### src/sv/cas_pkg.sv
`timescale 1ns / 1ps

package cas_pkg;

	localparam int MIN_PER_DAY  = 1440;
	localparam int MIN_PER_HOUR = 60;
	localparam int READING_DIV  = 10;
	// n*205 >> 11 equals n/10 for every n below 1029
	localparam int DIV10_MUL    = 205;
	localparam int DIV10_SHIFT  = 11;

	localparam int MIN_W      = 11;
	localparam int CFG_IDX_W  = 3;
	localparam int CFG_DATA_W = 11;

	typedef enum logic [CFG_IDX_W-1:0] {
		REG_TEMP_LOW    = 3'd0,
		REG_TEMP_HIGH   = 3'd1,
		REG_HUMID_LOW   = 3'd2,
		REG_HUMID_HIGH  = 3'd3,
		REG_FAN_ACTIVE  = 3'd4,
		REG_FAN_PERIOD  = 3'd5,
		REG_LIGHT_START = 3'd6,
		REG_LIGHT_STOP  = 3'd7
	} cfg_reg_t;

	typedef struct packed {
		logic signed [10:0] temp_tenths;
		logic [9:0]         humid_tenths;
		logic [4:0]         hour_now;
		logic [5:0]         minute_now;
		logic               run_cycle;
		logic               light_allowed;
	} cas_tick_t;

	typedef struct packed {
		logic             heater_drive;
		logic             fogger_drive;
		logic             fan_drive;
		logic             light_drive;
		logic [MIN_W-1:0] next_fan_start;
	} cas_result_t;

	// fold a value below two days into one day
	function automatic logic [MIN_W-1:0] mod_day(input logic [MIN_W:0] v);
		logic [MIN_W:0] diff;
		diff = v - (MIN_W+1)'(MIN_PER_DAY);
		if (v >= (MIN_W+1)'(MIN_PER_DAY)) begin
			return diff[MIN_W-1:0];
		end
		return v[MIN_W-1:0];
	endfunction

	// divide by ten, valid for magnitudes up to 1028
	function automatic logic [6:0] div10(input logic [10:0] mag);
		logic [18:0] prod;
		prod = mag * 19'(DIV10_MUL);
		return prod[DIV10_SHIFT+6:DIV10_SHIFT];
	endfunction

endpackage

### src/sv/cas_ifs.sv
`timescale 1ns / 1ps

interface cas_tick_if;
	import cas_pkg::*;
	logic      valid;
	logic      ready;
	cas_tick_t data;
	modport source(output valid, output data, input ready);
	modport sink(input valid, input data, output ready);
endinterface

interface cas_result_if;
	import cas_pkg::*;
	logic        valid;
	logic        ready;
	cas_result_t data;
	modport source(output valid, output data, input ready);
	modport sink(input valid, input data, output ready);
endinterface

interface cas_cfg_if;
	import cas_pkg::*;
	logic                  valid;
	logic                  ready;
	logic [CFG_IDX_W-1:0]  index;
	logic [CFG_DATA_W-1:0] data;
	modport source(output valid, output index, output data, input ready);
	modport sink(input valid, input index, input data, output ready);
endinterface

### src/sv/climate_actuator_scheduler.sv
`timescale 1ns / 1ps

// Climate actuator scheduler. Each tick beat (temperature and humidity in tenths,
// hour and minute, run flag, light enable) produces exactly one result beat with the
// heater, fogger, fan and light drives and the start minute of the current fan window.
// A tick is registered on entry, evaluated there against the actuator state and
// written to the result register once it is free; a new tick is accepted every
// cycle unless a result is stalled, and a tick still waits in the entry register
// while a finished result is held by the sink. Throughput is one tick per cycle when
// unstalled, set by the state update loop. Configuration writes are always ready and
// take effect on the next tick; write them only while no tick is in flight.
module climate_actuator_scheduler (
	input  logic clk,
	input  logic arst_n,
	cas_tick_if.sink     tick,
	cas_result_if.source result,
	cas_cfg_if.sink      cfg
);
	import cas_pkg::*;

	// configuration
	logic signed [7:0] temp_low_q, temp_high_q;
	logic [6:0]        humid_low_q, humid_high_q;
	logic [MIN_W-1:0]  act_mod_q, per_mod_q;
	logic [4:0]        light_start_q, light_stop_q;

	// actuator and window state
	logic             heater_q, fogger_q, fan_q, light_q, loaded_q;
	logic [MIN_W-1:0] start_q, stop_q;

	// pipeline
	cas_tick_t   tick_s1;
	logic        v_s1;
	cas_result_t res_q;
	logic        res_valid_q;
	logic        advance;
	logic        fire;

	assign cfg.ready = 1'b1;

	always_ff @(posedge clk or negedge arst_n) begin
		if (!arst_n) begin
			temp_low_q    <= 8'sd18;
			temp_high_q   <= 8'sd24;
			humid_low_q   <= 7'd80;
			humid_high_q  <= 7'd90;
			act_mod_q     <= MIN_W'(15);
			per_mod_q     <= MIN_W'(60);
			light_start_q <= 5'd8;
			light_stop_q  <= 5'd20;
		end else if (cfg.valid) begin
			unique case (cfg_reg_t'(cfg.index))
				REG_TEMP_LOW:    temp_low_q    <= cfg.data[7:0];
				REG_TEMP_HIGH:   temp_high_q   <= cfg.data[7:0];
				REG_HUMID_LOW:   humid_low_q   <= cfg.data[6:0];
				REG_HUMID_HIGH:  humid_high_q  <= cfg.data[6:0];
				REG_FAN_ACTIVE:  act_mod_q     <= mod_day({1'b0, cfg.data});
				REG_FAN_PERIOD:  per_mod_q     <= mod_day({1'b0, cfg.data});
				REG_LIGHT_START: light_start_q <= cfg.data[4:0];
				REG_LIGHT_STOP:  light_stop_q  <= cfg.data[4:0];
				default: ;
			endcase
		end
	end

	assign advance    = !res_valid_q || result.ready;
	assign tick.ready = !v_s1 || advance;
	assign fire       = v_s1 && advance;

	always_ff @(posedge clk or negedge arst_n) begin
		if (!arst_n) begin
			v_s1 <= 1'b0;
		end else if (tick.ready) begin
			v_s1 <= tick.valid;
		end
	end

	always_ff @(posedge clk) begin
		if (tick.valid && tick.ready) begin
			tick_s1 <= tick.data;
		end
	end

	// readings in whole units, truncated toward zero
	logic [10:0]       temp_mag;
	logic [6:0]        temp_quo, humid_deg;
	logic signed [7:0] temp_deg;
	logic [MIN_W:0]    clock_min;
	logic [MIN_W-1:0]  now_min;

	always_comb begin
		temp_mag  = tick_s1.temp_tenths[10] ? 11'(-tick_s1.temp_tenths)
		                                    : 11'(tick_s1.temp_tenths);
		temp_quo  = div10(temp_mag);
		temp_deg  = tick_s1.temp_tenths[10] ? -$signed({1'b0, temp_quo})
		                                    : $signed({1'b0, temp_quo});
		humid_deg = div10({1'b0, tick_s1.humid_tenths});
		// hour*60 as hour*64 - hour*4
		clock_min = {1'b0, tick_s1.hour_now, 6'b0} - {5'b0, tick_s1.hour_now, 2'b0}
		          + {6'b0, tick_s1.minute_now};
		now_min   = mod_day(clock_min);
	end

	// fan window: first tick loads it from the current minute
	logic [MIN_W-1:0] win_start, win_stop, adv_start, adv_stop;
	logic             in_win;

	always_comb begin
		win_start = loaded_q ? start_q : now_min;
		win_stop  = loaded_q ? stop_q : mod_day({1'b0, now_min} + {1'b0, act_mod_q});
		if (win_start == win_stop) begin
			in_win = 1'b0;
		end else if (win_start < win_stop) begin
			in_win = (now_min >= win_start) && (now_min < win_stop);
		end else begin
			in_win = (now_min >= win_start) || (now_min < win_stop);
		end
		adv_start = mod_day({1'b0, win_start} + {1'b0, per_mod_q});
		adv_stop  = mod_day({1'b0, adv_start} + {1'b0, act_mod_q});
	end

	logic             heater_n, fogger_n, fan_n, light_n, lit;
	logic [MIN_W-1:0] start_n, stop_n;

	always_comb begin
		heater_n = 1'b0;
		fogger_n = 1'b0;
		fan_n    = 1'b0;
		light_n  = 1'b0;
		start_n  = win_start;
		stop_n   = win_stop;
		lit      = (tick_s1.hour_now >= light_start_q) && (tick_s1.hour_now < light_stop_q);
		if (tick_s1.run_cycle) begin
			heater_n = heater_q;
			if (temp_deg <= temp_low_q && !heater_q) begin
				heater_n = 1'b1;
			end else if (temp_deg >= temp_high_q && heater_q) begin
				heater_n = 1'b0;
			end
			fogger_n = fogger_q;
			if (humid_deg < humid_low_q && !fogger_q) begin
				fogger_n = 1'b1;
			end else if (humid_deg > humid_high_q && fogger_q) begin
				fogger_n = 1'b0;
			end
			fan_n = fan_q;
			if (in_win && !fan_q) begin
				fan_n = 1'b1;
			end else if (!in_win && fan_q) begin
				fan_n   = 1'b0;
				start_n = adv_start;
				stop_n  = adv_stop;
			end
			light_n = tick_s1.light_allowed && lit;
		end
	end

	always_ff @(posedge clk or negedge arst_n) begin
		if (!arst_n) begin
			heater_q    <= 1'b0;
			fogger_q    <= 1'b0;
			fan_q       <= 1'b0;
			light_q     <= 1'b0;
			loaded_q    <= 1'b0;
			start_q     <= '0;
			stop_q      <= '0;
			res_valid_q <= 1'b0;
		end else begin
			if (advance) begin
				res_valid_q <= v_s1;
			end
			if (fire) begin
				heater_q <= heater_n;
				fogger_q <= fogger_n;
				fan_q    <= fan_n;
				light_q  <= light_n;
				loaded_q <= 1'b1;
				start_q  <= start_n;
				stop_q   <= stop_n;
			end
		end
	end

	always_ff @(posedge clk) begin
		if (fire) begin
			res_q.heater_drive   <= heater_n;
			res_q.fogger_drive   <= fogger_n;
			res_q.fan_drive      <= fan_n;
			res_q.light_drive    <= light_n;
			res_q.next_fan_start <= start_n;
		end
	end

	assign result.valid = res_valid_q;
	assign result.data  = res_q;

endmodule

### src/flat_wrapper.sv
// flat-port wrapper written by rule: the top's interface ports become plain ports
module climate_actuator_scheduler_flat import cas_pkg::*;
  (clk, arst_n, tick_valid, tick_data, tick_ready, result_valid, result_data, result_ready, cfg_valid, cfg_index, cfg_data, cfg_ready);
  cas_tick_if tick_i ();
  cas_result_if result_i ();
  cas_cfg_if cfg_i ();
  input  logic clk;
  input  logic arst_n;
  input wire logic [$bits(tick_i.valid)-1:0] tick_valid;
  input wire logic [$bits(tick_i.data)-1:0] tick_data;
  output wire logic [$bits(tick_i.ready)-1:0] tick_ready;
  output wire logic [$bits(result_i.valid)-1:0] result_valid;
  output wire logic [$bits(result_i.data)-1:0] result_data;
  input wire logic [$bits(result_i.ready)-1:0] result_ready;
  input wire logic [$bits(cfg_i.valid)-1:0] cfg_valid;
  input wire logic [$bits(cfg_i.index)-1:0] cfg_index;
  input wire logic [$bits(cfg_i.data)-1:0] cfg_data;
  output wire logic [$bits(cfg_i.ready)-1:0] cfg_ready;
  assign tick_i.valid = tick_valid;
  assign tick_i.data = tick_data;
  assign tick_ready = tick_i.ready;
  assign result_valid = result_i.valid;
  assign result_data = result_i.data;
  assign result_i.ready = result_ready;
  assign cfg_i.valid = cfg_valid;
  assign cfg_i.index = cfg_index;
  assign cfg_i.data = cfg_data;
  assign cfg_ready = cfg_i.ready;
  climate_actuator_scheduler u_core (.clk(clk), .arst_n(arst_n), .tick(tick_i), .result(result_i), .cfg(cfg_i));
endmodule
### config.mk
export PLATFORM = sky130hd
export DESIGN_NAME = climate_actuator_scheduler_flat
export DESIGN_NICKNAME = d
export VERILOG_FILES = /design/src/sv/cas_pkg.sv /design/src/sv/cas_ifs.sv /design/src/sv/climate_actuator_scheduler.sv /design/src/flat_wrapper.sv
export SDC_FILE = /design/constraint.sdc
export NUM_CORES = 1
export LEC_CHECK = 0
export BUFFER_PORTS_ARGS = -buffer_cell sky130_fd_sc_hd__buf_2
export CORE_MARGIN = 2
export CORE_UTILIZATION = 30
export DETAILED_ROUTE_END_ITERATION = 8
export PLACE_DENSITY = 0.52
export SLEW_MARGIN = 20
export SYNTH_ARGS = -nofsm -noshare
export SYNTH_HDL_FRONTEND = slang
export SYNTH_SLANG_ARGS = --single-unit
### constraint.sdc
create_clock -name clk -period 7.4 [get_ports clk]
set_input_delay 0.74 -clock clk [delete_from_list [all_inputs] [get_ports clk]]
set_output_delay 0.74 -clock clk [all_outputs]
set_load 0.02 [all_outputs]
Yosys cells after proc, flatten, opt, wreduce, memory -nomap -nowiden:

Index checks and enable logic that the tools add are counted.

* $add $sub $neg: 12
* multiply operators: 2
* divide/modulo/power cells: 0
* $lt $le $gt $ge: 14
* equal/unequal tests: 8
* shifts and indexed selects: 0
* muxes and demuxes: 41
* bitwise logic cells: 0
* reduce and logical (&&, ||, !) cells: 29

Operators with widths (count)
* 11-bit two-way mux: 20
* 11-bit subtractor, second input constant: 5
* 12-bit by 11-bit >= comparator with 1-bit output, second input constant: 4
* 11-bit by 11-bit adder with 12-bit output: 3
* 11-bit < comparator: 2
* 1-bit two-way mux: 20
* 10-bit by 8-bit multiplier with 18-bit output, second input constant: 1
* 11-bit by 8-bit multiplier with 18-bit output, second input constant: 1
* 2-bit AND reduction: 8
* 12-bit by 6-bit adder with 12-bit output: 1
* 3-bit == test, second input constant: 4
* 11-bit by 7-bit subtractor with 12-bit output: 1
* 11-bit == test: 1
* 11-bit >= comparator: 1
* 11-bit >= comparator, second input constant: 1
* 1-bit logical AND: 11
* 11-bit negator: 1
* 8-bit >= comparator: 1
* 8-bit <= comparator: 1
* 8-bit two-way mux: 1
* 7-bit negator with 8-bit output: 1
* 7-bit greater-than comparator: 1
* 7-bit < comparator: 1
* 3-bit by 2-bit == test with 1-bit output, second input constant: 2
* 6 further kinds: 13

* flip-flop bits (word level): 139
* bits in latches: 0
* memory bits (writable): 0
* ROM bits: 0
* input bits: 53
* output and inout port bits: 18
* logic and storage cells: 133
* memories kept: 0

Logic depth before layout (Yosys ltp):

* word-level depth: 19
* gate-level depth with buffers: 34
* mapped depth without buffers: 32

Worst setup path before layout:

OpenSTA, ideal clock, no wires.

* path type: register -> register
* from: register u_core.tick_s1[23] (netlist bit)
* to: register u_core.heater_q
* setup time: 0.087 ns
* arrival: 6.920 ns
* data required time: 7.313 ns
* slack: 0.393 ns
* cell stages (with the launch flop): 32
* path buffers: 0
* period minus slack after synthesis: 7.007 ns
* cells stage by stage: edfxtp_1 -> inv_1 -> ha_1 -> nand2_1 -> or3_1 -> nand2_1 -> xnor2_1 -> ha_1 -> fa_1 -> inv_1 -> fa_1 -> inv_1 -> fa_1 -> ha_1 -> nor3_1 -> nand3b_1 -> a41o_1 -> and3_1 -> or2_2 -> ha_1 -> nand2_1 -> o21ai_0 -> ha_1 -> nor2b_1 -> o21a_1 -> o21a_1 -> o21a_1 -> o21a_1 -> o21ai_0 -> a21oi_1 -> or4b_2 -> o211ai_1

* word-level cells in the longest chain between the ends: 10
* elaborated cells on any way between the ends: 12
* those cells by class: 2 x add/sub; 1 x mul; 2 x order compare; 5 x mux; 2 x reduce/logical

RTL lines
* start: declaration: RTL line climate_actuator_scheduler.sv:32 `cas_tick_t tick_s1;`
* start signal: assignment: RTL line climate_actuator_scheduler.sv:80 `tick_s1 <= tick.data;`
* 11-bit negator: RTL line climate_actuator_scheduler.sv:92 `temp_mag = tick_s1.temp_tenths[10] ? 11'(-tick_s1.temp_tenths)`
* 11-bit two-way mux *: RTL line climate_actuator_scheduler.sv:92
* 11-bit by 8-bit multiplier with 18-bit output *: RTL line cas_pkg.sv:57 `prod = mag * 19'(DIV10_MUL);`
* 7-bit negator with 8-bit output: RTL line climate_actuator_scheduler.sv:95 `temp_deg = tick_s1.temp_tenths[10] ? -$signed({1'b0, temp_quo})`
* 8-bit two-way mux *: RTL line climate_actuator_scheduler.sv:95
* 8-bit >= comparator: RTL line climate_actuator_scheduler.sv:137 `end else if (temp_deg >= temp_high_q && heater_q) begin`
* 1-bit logical AND: RTL line climate_actuator_scheduler.sv:137
* 1-bit two-way mux: RTL line climate_actuator_scheduler.sv:137
* 1-bit two-way mux *: RTL line climate_actuator_scheduler.sv:135 `if (temp_deg <= temp_low_q && !heater_q) begin`
* 1-bit two-way mux *: RTL line climate_actuator_scheduler.sv:133 `if (tick_s1.run_cycle) begin`
* end signal: assignment: RTL line climate_actuator_scheduler.sv:173 `heater_q <= heater_n;`
* end: declaration: RTL line climate_actuator_scheduler.sv:28 `logic heater_q, fogger_q, fan_q, light_q, loaded_q;`

Every way passes the cells marked *; elsewhere a longest branch is shown, timed or not.
A chain may end at the register's enable or synchronous reset.

Worst setup path in the final report:

* from: register u_core.tick_s1[24] (netlist bit)
* to: register u_core.heater_q

Same word-level chain as after synthesis.

==> impl_metrics.yaml <==
logic_synthesis:
  ys_seq_elements: 139
  synth_area_leader_cell: "ha_1"
  synth_warnings: 0
  synth_cell_types: 86
  synthTopCellsByArea: "ha_1 (21%), dfrtp_1 (13%), edfxtp_1 (11%)"
  yosysMostFrequentCell: "ha_1"
  avgSynthCellArea_um2: 9.44
  synth.top_cell.area_share_pct: 20.6
  synth_cells: 1378
  yosysSeqAreaShare_pct: 28.8
  synth-main-ff-cell: "dfrtp_1"
  syn-num-nets: 1685
  async_flop_share_pct: 64.7
  synth_edf_count: 49
  synth_commonest_cells: "ha_1 (214), inv_1 (155), nand2_1 (133)"
  synth_area_um2: 13000
cells_and_area:
  n_antenna_cell: 0
  layout-drive-gt1-share_pct: 21.5
  layout.nets: 1823
  post-route-util_pct: 36.0
  synthToLayoutAreaGrowth_pct: 19.1
route:
  detail_route.iter0.violations: 502
  antenna_left: 0
  wire_per_inst_um: 16.4
  via_count: 10400
  dr.pass1.iters: 7
  vias_per_cell: 4.91
  wirelength_mm: 34.7
  drc_errors: 0
critical_path:
  crit_path_end_kind: "register"
  reg2reg_depth: 32
  path_common_cell: "o21a_1"
  cp_slowest_cell: "or4b_2"
  timing_worst_setup_path_type: "reg -> reg"
  crit_arrival_ns: 7.44
  path_max_fanout: 3
  critPathMaxStageDelay_ns: 0.65
  required_ns: 7.77
  crit_path_start_kind: "register"
sta:
  grt_setup_unrepaired: "true"
  max_slew_margin_pct: 33.4
  whs_ns: 0.180
  setup_ws_ns: 0.329
  period_needed_ns: 7.07
  finalHoldViolations: 0
  worst_pin_slew_ns: 0.997
  fmax_ghz: 0.141
  finalSetupViolations: 0
  fin_skew_ns: 0.00794
  finalMaxSlewViolations: 0
  period_share_pct: 95.6
  setup-tns-final_ns: 0
power_and_ir_drop:
  peakVddDrop_uv: 237
  power_leakage_nw: 7.33
  power_density_nw_per_um2: 344
floorplanning:
  core_um2: 43000
  start_util_pct: 30.3
  die_area_um2: 45000
  fp-row-count: 76
  io_pins: 71
  fp.dieW_um: 212
  die_h_um: 212
clock_network:
  numCtsBuffers: 17
  cts_buffer_depth: 2
  clk_pin_slew_ns: 0.07
  cts-root-buf: "clkbuf_16"
  cts.sinks: 139
  clk_latency_ns: 0.45
  tritoncts: "done"
  ctsHtreeMaxLevel: 4
placement:
  dp_hpwl_mm: 27.5
  place.gp.congestion: 0.866
  pre_cts_slack_ns: -0.0570
  numPortBuffers: 69
hold_path:
  min_path_type: "in -> async"
global_routing:
  grt_usage_pct: 15.9
  grt_pass1_wl_mm: 55.4
  grt_pass1_vias: 10400
  overflow: 0
  grt_max_degree: 75
  grt_antenna_before_repair: 0
job:
  maxCapViolations: 0
status:
  status: "finished, final reports clean"
[metrics by stage]
step	total power, W	std cells	instance area [um2]
6_report	0.00533	2114	15500
3_3_place_gp	0.00408	2063	14400
3_5_place_dp	0.00413	2063	14400
5_1_grt	0.00589	2114	15500
2_1_floorplan	0.00335	1378	13000
4_1_cts	0.00505	2096	15000
[what timing repair did]
item | 4_1_cts | 5_1_grt
hold buffers | 0 | 0
setup buffers | 1 | 17
gates cloned | 0 | 1
pin swaps | 2 | 28
resized for setup | 3 | 72
endpoints found under the setup margin | 2 | 35
[final timing paths]
| path | from | slack [ns] | endpoint |
|---|---|---|---|
| max in group asynchronous | arst_n | 5.93 | u_core.humid_high_q[0] |
| min in group clk | tick_data[14] | 0.46 | u_core.tick_s1[14] |
| max reg2reg | u_core.tick_s1[24] | 0.33 | u_core.heater_q |
| max | u_core.tick_s1[24] | 0.33 | u_core.heater_q |
| min | arst_n | 0.18 | u_core.start_q[9] |
| min reg2reg | u_core.stop_q[1] | 0.48 | u_core.stop_q[1] |
[layout make-up]
class	instances	area, um2
multi-input combinational	1048	8870
timing repair buffer	154	990
clock buffer	19	433
sequential	139	3750
fill	4407	27500
tap	585	732
clock inverter	13	133
inverter	156	586
[flip-flops by register name (all words and copies together), names as in the netlist]
signal and count:
u_core.loaded_q 1, u_core.fogger_q 1, u_core.humid_high_q 7, u_core.temp_low_q 8
u_core.light_stop_q 5, u_core.stop_q 11, u_core.temp_high_q 8, u_core.tick_s1 34
u_core.v_s1 1, u_core.result.data 15, u_core.start_q 11, u_core.heater_q 1
u_core.fan_q 1, u_core.act_mod_q 11, u_core.light_start_q 5, u_core.humid_low_q 7
u_core.result.valid 1, u_core.per_mod_q 11
[cells by family after synthesis]
kind of cell,after synthesis,synth area share (%)
XOR/XNOR,63,4.24
flip-flops,139,28.8
AND/OR/NAND/NOR,356,13.6
AO/OA/AOI/OAI,314,15.9
multiplexers,59,5.05
adder cells (fa/ha/maj),255,26.8
buffers and inverters,191,5.61
other,1,0.0288
[worst max-delay path: cells and delay by family (launching register included)]
family                   cells  cell delay (ns)
AO/OA/AOI/OAI                8             1.23
XOR/XNOR                     4             0.72
AND/OR/NAND/NOR              9             1.79
adder cells (fa/ha/maj)      8             2.63
flip-flops                   1             0.41
buffers and inverters        3             0.19
[layout by cell type (no fill, tap or decap), types with 5 or more instances in the layout]
master | Yosys | final
fa_1 | 40 | 40
a31o_2 | 6 | 6
xnor2_1 | 43 | 39
a21o_1 | 25 | 25
or3_1 | 6 | 5
o211ai_1 | 17 | 17
nand3_1 | 18 | 18
clkbuf_16 | 0 | 17
ha_2 | 0 | 5
a31oi_1 | 15 | 15
edfxtp_1 | 49 | 49
and3_1 | 12 | 11
nor2_1 | 63 | 61
buf_4 | 1 | 85
nand2_1 | 133 | 132
a21oi_1 | 65 | 59
a211oi_1 | 11 | 10
ha_4 | 0 | 5
o21a_1 | 12 | 12
xor2_1 | 20 | 18
o21ai_1 | 3 | 10
ha_1 | 214 | 204
a21oi_2 | 0 | 6
mux2_2 | 40 | 40
mux2i_1 | 15 | 12
nand2b_1 | 14 | 14
o21bai_1 | 6 | 6
buf_2 | 5 | 68
inv_6 | 0 | 5
dfrtp_1 | 69 | 69
nor3b_1 | 12 | 12
or4_1 | 5 | 5
nor3_1 | 28 | 23
o21ai_0 | 90 | 81
inv_1 | 155 | 151
nand4_1 | 13 | 13
nor2b_1 | 13 | 13
dfstp_2 | 21 | 21
a211o_1 | 5 | 5
[where the power goes]
group	internal [W]	leakage, nW	switching [W]
logic	0.00163	5.48	0.00185
registers	0.000917	1.58	0.0000742
clock network	0.000471	0.272	0.000380
[routing by layer]
metal	global-route usage (%)	wire length (um)
met1	20.9	16600
met2	26.8	16300
met3	3.16	1270
met4	3.67	549
met5	0	0
No activity file was read; power rests on OpenSTA's default activity.
